File: config.mk
export PLATFORM = sky130hd
export DESIGN_NAME = iee_control
export DESIGN_NICKNAME = d
export VERILOG_FILES = /design/src/rtl/iee_pkg.sv /design/src/rtl/iee_control.sv
export SDC_FILE = /design/constraint.sdc
export NUM_CORES = 1
export LEC_CHECK = 0
export ABC_CLOCK_PERIOD_IN_PS = 7050
export BUFFER_PORTS_ARGS = -buffer_cell sky130_fd_sc_hd__buf_2
export CORE_AREA = 2 2 88 90
export CTS_CLUSTER_SIZE = 14
export DETAILED_ROUTE_END_ITERATION = 8
export DIE_AREA = 0 0 90 92
export PLACE_DENSITY = 0.65
export REMOVE_ABC_BUFFERS = 1
export SLEW_MARGIN = 5
export SYNTH_ARGS = -nofsm -noshare
export SYNTH_HDL_FRONTEND = slang
export SYNTH_SLANG_ARGS = --single-unit
File: constraint.sdc
create_clock -name clk -period 7.05 [get_ports clk]
set_input_delay 0.3525 -clock clk [delete_from_list [all_inputs] [get_ports clk]]
set_output_delay 0.3525 -clock clk [all_outputs]
set_load 0.005 [all_outputs]
File: src/rtl/iee_pkg.sv
// Shared types, codes and helpers for the infix expression evaluator.
package iee_pkg;

  localparam int STACK_DEPTH = 128;
  localparam int SP_W = $clog2(STACK_DEPTH + 1);
  localparam int IDX_W = $clog2(STACK_DEPTH);

  localparam logic [2:0] OP_LPAR = 3'd0;
  localparam logic [2:0] OP_ADD = 3'd1;
  localparam logic [2:0] OP_SUB = 3'd2;
  localparam logic [2:0] OP_MUL = 3'd3;
  localparam logic [2:0] OP_DIV = 3'd4;

  localparam logic [1:0] ST_OK = 2'd0;
  localparam logic [1:0] ST_DIVZERO = 2'd1;
  localparam logic [1:0] ST_OVERFLOW = 2'd2;
  localparam logic [1:0] ST_MALFORMED = 2'd3;

  localparam logic [7:0] CH_LPAR = 8'h28;
  localparam logic [7:0] CH_RPAR = 8'h29;
  localparam logic [7:0] CH_MUL = 8'h2A;
  localparam logic [7:0] CH_ADD = 8'h2B;
  localparam logic [7:0] CH_SUB = 8'h2D;
  localparam logic [7:0] CH_DIV = 8'h2F;
  localparam logic [7:0] CH_ZERO = 8'h30;
  localparam logic [7:0] CH_NINE = 8'h39;

  // Datapath commands.
  typedef enum logic [3:0] {
    CMD_NONE,
    CMD_DIGIT,
    CMD_PUSH_ACC,
    CMD_PUSH_OP,
    CMD_POP_OP,
    CMD_READ_NUMS,
    CMD_EXEC,
    CMD_DIV_START,
    CMD_PUSH_RES,
    CMD_READ_FINAL,
    CMD_CLEAR
  } cmd_t;

  typedef struct packed {
    cmd_t       cmd;
    logic [2:0] op;
    logic [7:0] sym;
  } ctrl_t;

  typedef struct packed {
    logic [SP_W-1:0] num_top;
    logic [SP_W-1:0] op_top;
    logic [2:0]      op_rd;
    logic            digit_pending;
    logic            div_busy;
    logic            div_zero;
  } stat_t;

  function automatic logic [1:0] rank(input logic [2:0] op);
    if (op == OP_ADD || op == OP_SUB) return 2'd1;
    if (op == OP_MUL || op == OP_DIV) return 2'd2;
    return 2'd0;
  endfunction

endpackage

File: src/rtl/iee_control.sv
// Sequencer that walks the shunting-yard steps for each incoming character.
module iee_control (
  input  logic            clk,
  input  logic            rst_n,
  input  logic            in_valid,
  output logic            in_ready,
  input  logic [7:0]      in_sym,
  input  logic            in_last,
  output logic            out_valid,
  input  logic            out_ready,
  output logic [1:0]      out_status,
  output iee_pkg::ctrl_t  ctrl,
  input  iee_pkg::stat_t  stat
);
  import iee_pkg::*;

  typedef enum logic [10:0] {
    S_IDLE   = 11'b00000000001,
    S_DISP   = 11'b00000000010,
    S_PEEK   = 11'b00000000100,
    S_LOOP   = 11'b00000001000,
    S_RD1    = 11'b00000010000,
    S_RD2    = 11'b00000100000,
    S_EXEC   = 11'b00001000000,
    S_DIVW   = 11'b00010000000,
    S_PUSH   = 11'b00100000000,
    S_FIN    = 11'b01000000000,
    S_OUT    = 11'b10000000000
  } state_t;

  // mode: what is done after an operator pop loop finishes.
  typedef enum logic [1:0] {M_OPER, M_CLOSE, M_FLUSH} mode_t;

  state_t state_r, state_nxt;
  mode_t  mode_r, mode_nxt;
  logic [7:0] sym_r, sym_nxt;
  logic       last_r, last_nxt, fin_r, fin_nxt;
  logic [2:0] cur_r, cur_nxt, ap_r, ap_nxt;
  logic [1:0] err_r, err_nxt;
  logic        is_digit, is_op;
  logic [2:0]  sym_op;

  assign is_digit = (sym_r >= CH_ZERO) && (sym_r <= CH_NINE);
  always_comb begin
    is_op = 1'b1;
    sym_op = OP_LPAR;
    unique case (sym_r)
      CH_ADD: sym_op = OP_ADD;
      CH_SUB: sym_op = OP_SUB;
      CH_MUL: sym_op = OP_MUL;
      CH_DIV: sym_op = OP_DIV;
      default: is_op = 1'b0;
    endcase
  end

  always_comb begin
    state_nxt = state_r;
    mode_nxt = mode_r;
    sym_nxt = sym_r;
    last_nxt = last_r;
    fin_nxt = fin_r;
    cur_nxt = cur_r;
    ap_nxt = ap_r;
    err_nxt = err_r;
    ctrl = '{cmd: CMD_NONE, op: ap_r, sym: sym_r};
    unique case (state_r)
      S_IDLE: begin
        if (in_valid) begin
          sym_nxt = in_sym;
          last_nxt = in_last;
          fin_nxt = 1'b0;
          state_nxt = S_DISP;
        end
      end
      S_DISP: begin
        if (err_r != ST_OK) begin
          state_nxt = last_r ? S_PEEK : S_IDLE;
          fin_nxt = 1'b1;
          mode_nxt = M_FLUSH;
        end else if (fin_r) begin
          // End of expression: push pending literal, then flush.
          if (stat.digit_pending) begin
            if (stat.num_top == SP_W'(STACK_DEPTH)) err_nxt = ST_OVERFLOW;
            else ctrl.cmd = CMD_PUSH_ACC;
          end
          mode_nxt = M_FLUSH;
          state_nxt = S_PEEK;
        end else if (is_digit) begin
          ctrl.cmd = CMD_DIGIT;
          state_nxt = last_r ? S_DISP : S_IDLE;
          fin_nxt = last_r;
        end else if (stat.digit_pending) begin
          if (stat.num_top == SP_W'(STACK_DEPTH)) begin
            err_nxt = ST_OVERFLOW;
            ctrl.cmd = CMD_CLEAR;
          end else begin
            ctrl.cmd = CMD_PUSH_ACC;
          end
        end else if (sym_r == CH_LPAR || (is_op && stat.op_top == '0)) begin
          if (stat.op_top == SP_W'(STACK_DEPTH)) err_nxt = ST_OVERFLOW;
          else begin
            ctrl.cmd = CMD_PUSH_OP;
            ctrl.op = (sym_r == CH_LPAR) ? OP_LPAR : sym_op;
          end
          state_nxt = last_r ? S_DISP : S_IDLE;
          fin_nxt = last_r;
        end else if (is_op || sym_r == CH_RPAR) begin
          cur_nxt = sym_op;
          mode_nxt = is_op ? M_OPER : M_CLOSE;
          state_nxt = S_PEEK;
        end else begin
          state_nxt = last_r ? S_DISP : S_IDLE;
          fin_nxt = last_r;
        end
      end
      S_PEEK: state_nxt = S_LOOP;  // operator top read settles
      S_LOOP: begin
        ap_nxt = stat.op_rd;
        if (err_r != ST_OK) begin
          state_nxt = (mode_r == M_FLUSH) ? S_FIN : (last_r ? S_DISP : S_IDLE);
          fin_nxt = 1'b1;
        end else if (stat.op_top == '0) begin
          unique case (mode_r)
            M_CLOSE: begin
              err_nxt = ST_MALFORMED;
              state_nxt = last_r ? S_DISP : S_IDLE;
              fin_nxt = 1'b1;
            end
            M_OPER: begin
              ctrl.cmd = CMD_PUSH_OP;
              ctrl.op = cur_r;
              state_nxt = last_r ? S_DISP : S_IDLE;
              fin_nxt = 1'b1;
            end
            default: state_nxt = S_FIN;
          endcase
        end else if (mode_r == M_OPER && rank(cur_r) > rank(stat.op_rd)) begin
          if (stat.op_top == SP_W'(STACK_DEPTH)) err_nxt = ST_OVERFLOW;
          else begin
            ctrl.cmd = CMD_PUSH_OP;
            ctrl.op = cur_r;
          end
          state_nxt = last_r ? S_DISP : S_IDLE;
          fin_nxt = 1'b1;
        end else begin
          ctrl.cmd = CMD_POP_OP;
          if (stat.op_rd == OP_LPAR) begin
            if (mode_r == M_FLUSH) begin
              err_nxt = ST_MALFORMED;
              state_nxt = S_FIN;
            end else begin
              state_nxt = last_r ? S_DISP : S_IDLE;
              fin_nxt = 1'b1;
            end
          end else if (stat.num_top < SP_W'(2)) begin
            err_nxt = ST_MALFORMED;
            state_nxt = S_PEEK;
          end else begin
            state_nxt = S_RD1;
          end
        end
      end
      S_RD1: begin
        ctrl.cmd = CMD_READ_NUMS;
        state_nxt = S_RD2;
      end
      S_RD2: state_nxt = S_EXEC;
      S_EXEC: begin
        if (ap_r == OP_DIV) begin
          if (stat.div_zero) begin
            err_nxt = ST_DIVZERO;
            state_nxt = S_PEEK;
          end else begin
            ctrl.cmd = CMD_DIV_START;
            state_nxt = S_DIVW;
          end
        end else begin
          ctrl.cmd = CMD_EXEC;
          state_nxt = S_PUSH;
        end
      end
      S_DIVW: if (!stat.div_busy) state_nxt = S_PUSH;
      S_PUSH: begin
        ctrl.cmd = CMD_PUSH_RES;
        state_nxt = S_PEEK;
      end
      S_FIN: begin
        if (err_r == ST_OK && stat.num_top != SP_W'(1)) err_nxt = ST_MALFORMED;
        ctrl.cmd = CMD_READ_FINAL;
        state_nxt = S_OUT;
      end
      S_OUT: begin
        if (out_ready) begin
          ctrl.cmd = CMD_CLEAR;
          err_nxt = ST_OK;
          state_nxt = S_IDLE;
        end
      end
      default: state_nxt = S_IDLE;
    endcase
  end

  always_ff @(posedge clk) begin
    if (!rst_n) begin
      state_r <= S_IDLE;
      err_r <= ST_OK;
      fin_r <= 1'b0;
    end else begin
      state_r <= state_nxt;
      err_r <= err_nxt;
      fin_r <= fin_nxt;
    end
    mode_r <= mode_nxt;
    sym_r <= sym_nxt;
    last_r <= last_nxt;
    cur_r <= cur_nxt;
    ap_r <= ap_nxt;
  end

  assign in_ready = (state_r == S_IDLE);
  assign out_valid = (state_r == S_OUT);
  assign out_status = err_r;
endmodule

==> results of run 1 <==
power by group through the flow:
| stage | Clock (mW) | Combinational, mW | Sequential (mW) |
|---|---|---|---|
| 2_1_floorplan | 0 | 0.0716 | 0.220 |
| 3_3_place_gp | 0 | 0.115 | 0.222 |
| 3_5_place_dp | 0 | 0.115 | 0.223 |
| 4_1_cts | 0.181 | 0.116 | 0.219 |
| 5_1_grt | 0.189 | 0.131 | 0.222 |
| 6_report | 0.178 | 0.117 | 0.219 |
worst max path at each step:
stage / end / slack, ps / cells after the start
after floorplan: ctrl[9] / 4660 / 6
after global placement: ctrl[12] / 4310 / 6
after detailed placement: ctrl[12] / 4210 / 6
after CTS: ctrl[12] / 3870 / 6
after global routing: ctrl[12] / 3660 / 6
final: ctrl[12] / 3830 / 6
worst reg2reg max path: cells and delay by family (launching register included):
kind / cells / cell delay (ps)
AOI/OAI and AO/OA: 4 / 1330
DFF: 1 / 450
and+or+nand+nor: 2 / 680
metal layers:
metal	vias up	part of all wire, %
li1	1245	-
met3	16	5.4
met5	-	0
met1	1195	46
met2	94	46
met4	0	3.0
flip-flops by register name, summed over array words and instances, names as in the netlist:
register    count
ap_r            3
cur_r           3
fin_r           1
last_r          1
mode_r          2
out_status      2
state_r        11
sym_r           8
synthesized netlist by cell type (5+ instances only):
library cell  count  share of area (%)
nor4_1            9                2.3
a21oi_1          11                2.3
inv_1            10                1.6
nor3_1            9                1.9
nand4b_1          5                1.8
and2_1            5                1.3
nand3_1          10                2.1
dfxtp_1          14                 12
and3_1            5                1.3
edfxtp_1         17                 21
nand4_1           6                1.6
nand2_1          25                3.9
nand2b_1          5                1.3
clkbuf_1         12                1.9
o21ai_0          18                3.7
o31ai_1           5                1.6
o21ai_1           6                1.2
nor3b_1           6                1.9
nor2_1           34                5.3
or3_1             5                1.3
cell families (layout without fill, tap and decap cells):
logic type / after synthesis / after routing
AND/OR/NAND/NOR: 153 / 153
AO/OA/AOI/OAI: 80 / 80
flip-flops: 31 / 31
buffers and inverters: 27 / 71
XOR/XNOR: 6 / 6
adder cells (fa/ha/maj): 2 / 2
metrics by stage:
stage	utilization (%)	hold slack [ps]	cell area, um^2	power [mW]
detailed placement	36.6	531	2720	0.338
finish	38.1	233	2840	0.514
global placement	36.6	530	2720	0.337
global route	38.1	224	2840	0.542
floorplan	-	451	2330	0.292
CTS	38.1	228	2840	0.516
layout make-up:
type / count / area, um^2
fill: 820 / 4610
tap: 102 / 128
sequential: 31 / 791
clock inverter: 3 / 43.8
multi-input combinational: 241 / 1500
timing repair buffer: 53 / 265
inverter: 10 / 37.5
clock buffer: 5 / 68.8
==> impl_metrics.sql, run 1 <==
INSERT INTO impl_metrics (metric_group, metric, value, unit) VALUES
('outcome', 'outcome', 'completed', ''),
('layout', 'insertedDiodeCount', '0', ''),
('critical_path', 'cp-start-kind', 'flip-flop', ''),
('logic_synthesis', 'ys.warnings.count', '0', ''),
('power_and_ir_drop', 'power.net_switching', '157', 'uW'),
('clock_network', 'cts-resized-gates', '0', ''),
('critical_path', 'r2r_cells', '6', ''),
('layout', 'most_frequent_cells_in_the_layout', '53 x buf_2, 34 x nor2_1, 25 x nand2_1', ''),
('critical_path', 'cp_num_buf_inv', '1', ''),
('grt', 'via_count_of_the_first_global_routing_pass', '2336', ''),
('logic_synthesis', 'synth-compound-area-share', '22.9', '%'),
('logic_synthesis', 'syn-mean-instance-area', '8.07', 'um^2'),
('logic_synthesis', 'synth.cell_area', '0.00241', 'mm^2'),
('logic_synthesis', 'synth_async_sr_flop_share', '0', '%'),
('drt', 'drt_wl_total', '7.20', 'mm'),
('drt', 'post-route-drc-count', '0', ''),
('grt', 'grt_use_met1', '23.0', '%'),
('clock_network', 'cts_tree', 'done', ''),
('clock_network', 'clkSinkCount', '31', ''),
('die', 'fp.dieW', '90', 'um'),
('hold_path', 'holdCritPathClass', 'in2reg', ''),
('timing', 'period_needed', '3220', 'ps'),
('clock_network', 'postCtsSetupBuffers', '0', ''),
('timing', 'fin_ws', '3830', 'ps'),
('hold_path', 'hold_path_depth', '1', ''),
('power_and_ir_drop', 'internal-power', '357', 'uW'),
('die', 'start_util', '32.4', '%'),
('layout', 'layout-drive-gt1-share', '19.5', '%'),
('power_and_ir_drop', 'sequential_power_share', '42.6', '%'),
('timing', 'finalSetupViolCount', '0', ''),
('timing', 'final.period_utilization', '45.7', '%'),
('power_and_ir_drop', 'power.static_leakage', '1.09', 'nW'),
('critical_path', 'r2r_end', 'out_status[1]', ''),
('logic_synthesis', 'synth_edf_count', '17', ''),
('critical_path', 'critical_path.max_stage_delay', '650', 'ps'),
('critical_path', 'critical_path.cell_chain', 'nor4_1 -> and4_1 -> nand4_1 -> and3_1 -> o21ai_1 -> buf_2', ''),
('power_and_ir_drop', 'p_comb_share', '22.8', '%'),
('die', 'placeableCoreArea', '0.00745', 'mm^2'),
('critical_path', 'timing.critical_path.from', 'state_r[5]', ''),
('critical_path', 'worst_path_dominant_cell_family', 'simple AND/OR/NAND/NOR gates', ''),
('logic_synthesis', 'dominant_combinational_cell_family_by_area_after_synthesis', 'simple AND/OR/NAND/NOR gates', ''),
('clock_network', 'cts_made_buffers', '5', ''),
('timing', 'tightest_slew', '830', 'ps'),
('critical_path', 'crit_path_max_fanout', '15', ''),
('critical_path', 'worstPathRequired', '6700', 'ps'),
('layout', 'final_cells', '445', ''),
('critical_path', 'reg2reg_slack', '4480', 'ps'),
('timing', 'setup-tns-final', '0', 'ps'),
('critical_path', 'worst-setup-path-type', 'reg2out', ''),
('logic_synthesis', 'yosys.area_share.simple', '36.2', '%'),
('grt', 'antenna_found_initial', '0', ''),
('logic_synthesis', 'synth-seq-area-share', '32.8', '%'),
('critical_path', 'end_kind', 'output pin', ''),
('grt', 'gr-total-overflow', '0', ''),
('logic_synthesis', 'synthesis.instances', '299', ''),
('run', 'timing.max_cap.violations', '0', ''),
('critical_path', 'arrival', '2870', 'ps'),
('logic_synthesis', 'yosys.area_share.adder', '1.04', '%'),
('timing', 'clock-skew-final', '3.65', 'ps'),
('power_and_ir_drop', 'net_switching_fraction_of_the_power', '30.6', '%'),
('grt', 'grt_max_degree', '16', ''),
('timing', 'hold_viol_final', '0', ''),
('clock_network', 'cts_root_buffer', 'clkbuf_8', ''),
('critical_path', 'r2r_start', 'state_r[9]', ''),
('clock_network', 'clk_latency', '290', 'ps'),
('timing', 'fmax', '0.310', 'GHz'),
('die', 'fp.dieH', '92', 'um'),
('timing', 'max-slew-margin-rel', '43.3', '%'),
('grt', 'grt_most_used_layer', 'met2', ''),
('grt', 'grt_pass1_wl', '11.6', 'mm'),
('drt', 'detail_route.vias_per_cell', '5.73', '');
No activity file was read; power rests on OpenSTA's default activity.
==> inputs of run 2 (changes only) <==
--- a/config.mk
+++ b/config.mk
@@ -5,13 +5,14 @@
 export SDC_FILE = /design/constraint.sdc
 export NUM_CORES = 1
 export LEC_CHECK = 0
-export ABC_CLOCK_PERIOD_IN_PS = 7050
+export ABC_AREA = 1
+export ABC_CLOCK_PERIOD_IN_PS = 2650
 export BUFFER_PORTS_ARGS = -buffer_cell sky130_fd_sc_hd__buf_2
-export CORE_AREA = 2 2 88 90
+export CORE_AREA = 2 2 92 94
 export CTS_CLUSTER_SIZE = 14
 export DETAILED_ROUTE_END_ITERATION = 8
-export DIE_AREA = 0 0 90 92
-export PLACE_DENSITY = 0.65
+export DIE_AREA = 0 0 94 96
+export PLACE_DENSITY = 0.67
 export REMOVE_ABC_BUFFERS = 1
 export SLEW_MARGIN = 5
 export SYNTH_ARGS = -nofsm -noshare
==> constraint.sdc (replaced) <==
create_clock -name clk -period 2.65 [get_ports clk]
set_input_delay 0.1325 -clock clk [delete_from_list [all_inputs] [get_ports clk]]
set_output_delay 0.1325 -clock clk [all_outputs]
set_load 0.005 [all_outputs]
==> run 2 against run 1 <==
  * Cell count grew 30%
  * Combinational power grew to 3.2 times the previous value
  * Critical endpoint is now ctrl[9]
  * Hold slack worse by 210 ps
  * Power rose to 2.9 times the previous value
  * Clock power grew to 3.2 times the previous value
  * Largest cell class unchanged
  * Sequential cell count unchanged
==> impl_metrics.sql, run 2 <==
INSERT INTO impl_metrics (metric_group, metric, value, unit) VALUES
('placement', 'postPlaceCellArea', '0.00305', 'mm^2'),
('die', 'row_count', '33', ''),
('critical_path', 'worst_path_dominant_cell_family', 'simple AND/OR/NAND/NOR gates', ''),
('logic_synthesis', 'ys.warnings.count', '0', ''),
('critical_path', 'crit_path_frequent_cell', 'nand2_1', ''),
('logic_synthesis', 'synth_mux_area_share', '0', '%'),
('timing', 'finalSetupViolCount', '0', ''),
('outcome', 'outcome', 'completed', ''),
('die', 'die-area', '0.00902', 'mm^2'),
('layout', 'most_frequent_cells_in_the_layout', '104 x nand2_1, 66 x inv_1, 58 x nor2_1', ''),
('power_and_ir_drop', 'internal-power', '1.05', 'mW'),
('grt', 'gr-total-overflow', '0', ''),
('logic_synthesis', 'dominant_combinational_cell_family_by_area_after_synthesis', 'simple AND/OR/NAND/NOR gates', ''),
('critical_path', 'critical_path.max_stage_delay', '420', 'ps'),
('placement', 'globalplace.congestion', '0.935', ''),
('layout', 'insertedDiodeCount', '0', ''),
('clock_network', 'cts_root_buffer', 'clkbuf_8', ''),
('logic_synthesis', 'yosysMostFrequentCell', 'nand2_1', ''),
('timing', 'fmax', '0.412', 'GHz'),
('power_and_ir_drop', 'power.net_switching', '455', 'uW'),
('logic_synthesis', 'yosys.area_share.simple', '49.0', '%'),
('logic_synthesis', 'synth_edf_count', '17', ''),
('logic_synthesis', 'synth.cell_area', '0.00267', 'mm^2'),
('run', 'timing.max_cap.violations', '0', ''),
('grt', 'grt_pass1_wl', '12.4', 'mm'),
('hold_path', 'hold_path_depth', '1', ''),
('logic_synthesis', 'post_synth_xor_area_fraction', '0', '%'),
('power_and_ir_drop', 'power_density', '470', 'mW/mm^2'),
('critical_path', 'cp.depth', '12', ''),
('hold_path', 'min_from', 'in_sym[1]', ''),
('grt', 'antenna_found_initial', '0', ''),
('timing', 'final.period_utilization', '91.6', '%'),
('logic_synthesis', 'synth_common_cells', '105 x nand2_1, 66 x inv_1, 58 x nor2_1', ''),
('power_and_ir_drop', 'ir_worst_vdd', '361', 'uV'),
('critical_path', 'worstPathRequired', '2520', 'ps'),
('die', 'fp.dieH', '96', 'um'),
('power_and_ir_drop', 'clock_network_fraction_of_total_power', '37.5', '%'),
('drt', 'drt_first_iter_violations', '190', ''),
('drt', 'drt_wl_total', '7.52', 'mm'),
('placement', 'port_buffers', '53', ''),
('logic_synthesis', 'most_area_consuming_cells_after_synthesis', 'edfxtp_1 19%, nand2_1 15%, dfxtp_1 11%, inv_1 9.3%, nor2_1 8.2%', ''),
('layout', 'regMostFlops', 'state_r', ''),
('logic_synthesis', 'synthesis.instances', '415', ''),
('drt', 'postRouteAntennaNets', '0', ''),
('critical_path', 'arrival', '2300', 'ps'),
('logic_synthesis', 'synth-seq-cells', '31', ''),
('drt', 'first_pass_iters', '5', ''),
('logic_synthesis', 'synth_async_sr_flop_share', '0', '%'),
('timing', 'hold_viol_final', '0', ''),
('critical_path', 'r2r_cells', '14', ''),
('timing', 'drv_slew', '0', ''),
('clock_network', 'ctsLongestPathBuffers', '2', ''),
('die', 'floorplan.io_pins', '54', ''),
('layout', 'layout.nets', '511', ''),
('timing', 'unrepaired_setup_endpoints_after_global_routing', 'false', ''),
('clock_network', 'ctsHtreeMaxLevel', '2', ''),
('timing', 'setup-tns-final', '0', 'ps'),
('logic_synthesis', 'syn-mean-instance-area', '6.42', 'um^2'),
('critical_path', 'cp_num_buf_inv', '1', ''),
('die', 'start_util', '33.1', '%'),
('logic_synthesis', 'synth_top_area_share', '19.2', '%'),
('clock_network', 'clk_transition_reported_paths', '80', 'ps'),
('timing', 'max-slew-margin-rel', '54.5', '%'),
('hold_path', 'holdCritPathClass', 'in2reg', ''),
('layout', 'largest_register_ff_count', '11', ''),
('critical_path', 'worst-setup-path-type', 'reg2out', ''),
('layout', 'design_area', '0.00321', 'mm^2'),
('timing', 'tightest_slew', '681', 'ps'),
('grt', 'globalRouteTotalUtil', '17.5', '%'),
('power_and_ir_drop', 'net_switching_fraction_of_the_power', '30.1', '%'),
('logic_synthesis', 'synth.lib_cells_used.distinct', '32', ''),
('critical_path', 'crit_path_top_delay_cell', 'edfxtp_1', ''),
('critical_path', 'r2r_start', 'cur_r[0]', ''),
('layout', 'syn_to_final_growth', '20.3', '%'),
('clock_network', 'cts_tree', 'done', ''),
('critical_path', 'cp-start-kind', 'flip-flop', ''),
('logic_synthesis', 'synth-compound-area-share', '9.20', '%'),
('power_and_ir_drop', 'sequential_power_share', '37.8', '%'),
('drt', 'post-route-drc-count', '0', ''),
('clock_network', 'clk_latency', '290', 'ps'),
('layout', 'largestRegisters', 'state_r: 11 flops, sym_r: 8 flops', ''),
('drt', 'detail_route.vias_per_cell', '4.93', ''),
('power_and_ir_drop', 'power.static_leakage', '1.65', 'nW'),
('critical_path', 'r2r_end', 'out_status[1]', ''),
('placement', 'dpl_hpwl', '6.17', 'mm'),
('clock_network', 'clkSinkCount', '31', ''),
('critical_path', 'critical_path.cell_chain', 'or2_2 -> a21oi_2 -> ha_1 -> nand2_1 -> nand3_1 -> nand2_1 -> nand3_2 -> nand2_2 -> nor2_1 -> a21oi_1 -> nand2_1 -> buf_2', ''),
('drt', 'wirelength_per_cell', '13.0', 'um'),
('logic_synthesis', 'yosys.area_share.adder', '0.939', '%'),
('timing', 'clock-skew-final', '10.2', 'ps'),
('critical_path', 'reg2reg_slack', '380', 'ps'),
('power_and_ir_drop', 'p_comb_share', '24.7', '%'),
('clock_network', 'cts_made_buffers', '5', ''),
('timing', 'period_needed', '2430', 'ps'),
('hold_path', 'holdPathEnd', 'sym_r[1]', ''),
('layout', 'layout-drive-gt1-share', '24.0', '%'),
('logic_synthesis', 'ys.flop_type', 'edfxtp_1', ''),
('critical_path', 'end_kind', 'output pin', ''),
('logic_synthesis', 'synth-seq-area-share', '29.7', '%'),
('logic_synthesis', 'post-synth-top-area-cell', 'edfxtp_1', ''),
('die', 'fp.dieW', '94', 'um'),
('drt', 'vias', '2860', ''),
('grt', 'via_count_of_the_first_global_routing_pass', '2682', ''),
('layout', 'layout.cells.most_common', 'nand2_1', ''),
('die', 'placeableCoreArea', '0.00805', 'mm^2'),
('grt', 'grt_max_degree', '12', ''),
('critical_path', 'crit_path_max_fanout', '4', '');
run 2: worst max-delay path by stage:
stage          startpoint             to  slack [ps]
6_report         cur_r[0]        ctrl[9]         220
3_3_place_gp     cur_r[0]  out_status[0]         460
3_5_place_dp     cur_r[0]  out_status[0]         400
5_1_grt          cur_r[0]        ctrl[9]           4
4_1_cts          cur_r[0]        ctrl[9]         120
2_1_floorplan    cur_r[0]  out_status[0]         610
run 2: what timing repair did:
action	in CTS	in global routing
buffers inserted	0	0
endpoints found under the hold margin	0	1
setup endpoints to repair	0	3
hold buffers	0	1
resized for setup	0	3
run 2: cell families after synthesis:
| group | after synthesis |
|---|---|
| fa+ha+maj | 2 |
| flops | 31 |
| simple gates | 264 |
| compound gates | 39 |
| buf+inv | 79 |
run 2: per-layer routing:
layer	track usage (%)	routed length, um
met1	21.9	3250
met2	29.5	3460
met3	3.29	568
met4	7.37	246
met5	0	0
run 2: power groups by stage:
stage / Clock (mW) / Combinational, mW / Sequential, mW
finish: 0.566 / 0.372 / 0.570
global route: 0.602 / 0.420 / 0.576
CTS: 0.574 / 0.369 / 0.570
detailed placement: 0 / 0.366 / 0.581
global placement: 0 / 0.361 / 0.580
floorplan: 0 / 0.250 / 0.579
run 2: metrics by stage:
| step | setup slack [ps] | hold WS (ps) | utilization [%] | total power, mW | std cells |
|---|---|---|---|---|---|
| after CTS | 124 | 15.9 | 39.6 | 1.51 | 579 |
| final | 222 | 19.2 | 39.8 | 1.51 | 580 |
| after detailed placement | 395 | 311 | 37.9 | 0.948 | 571 |
| after global routing | 4.02 | 8.93 | 39.8 | 1.60 | 580 |
| after global placement | 457 | 309 | 37.9 | 0.942 | 571 |
| after floorplan | 614 | 231 | - | 0.829 | 413 |
run 2: cell type report:
type | count | area (um^2)
well taps | 105 | 131
clock inverters | 2 | 60.1
multi-input cells | 305 | 1590
inverters | 77 | 289
flip-flops and latches | 31 | 791
repair buffers | 54 | 275
clock buffers | 6 | 72.6
fillers | 879 | 4840
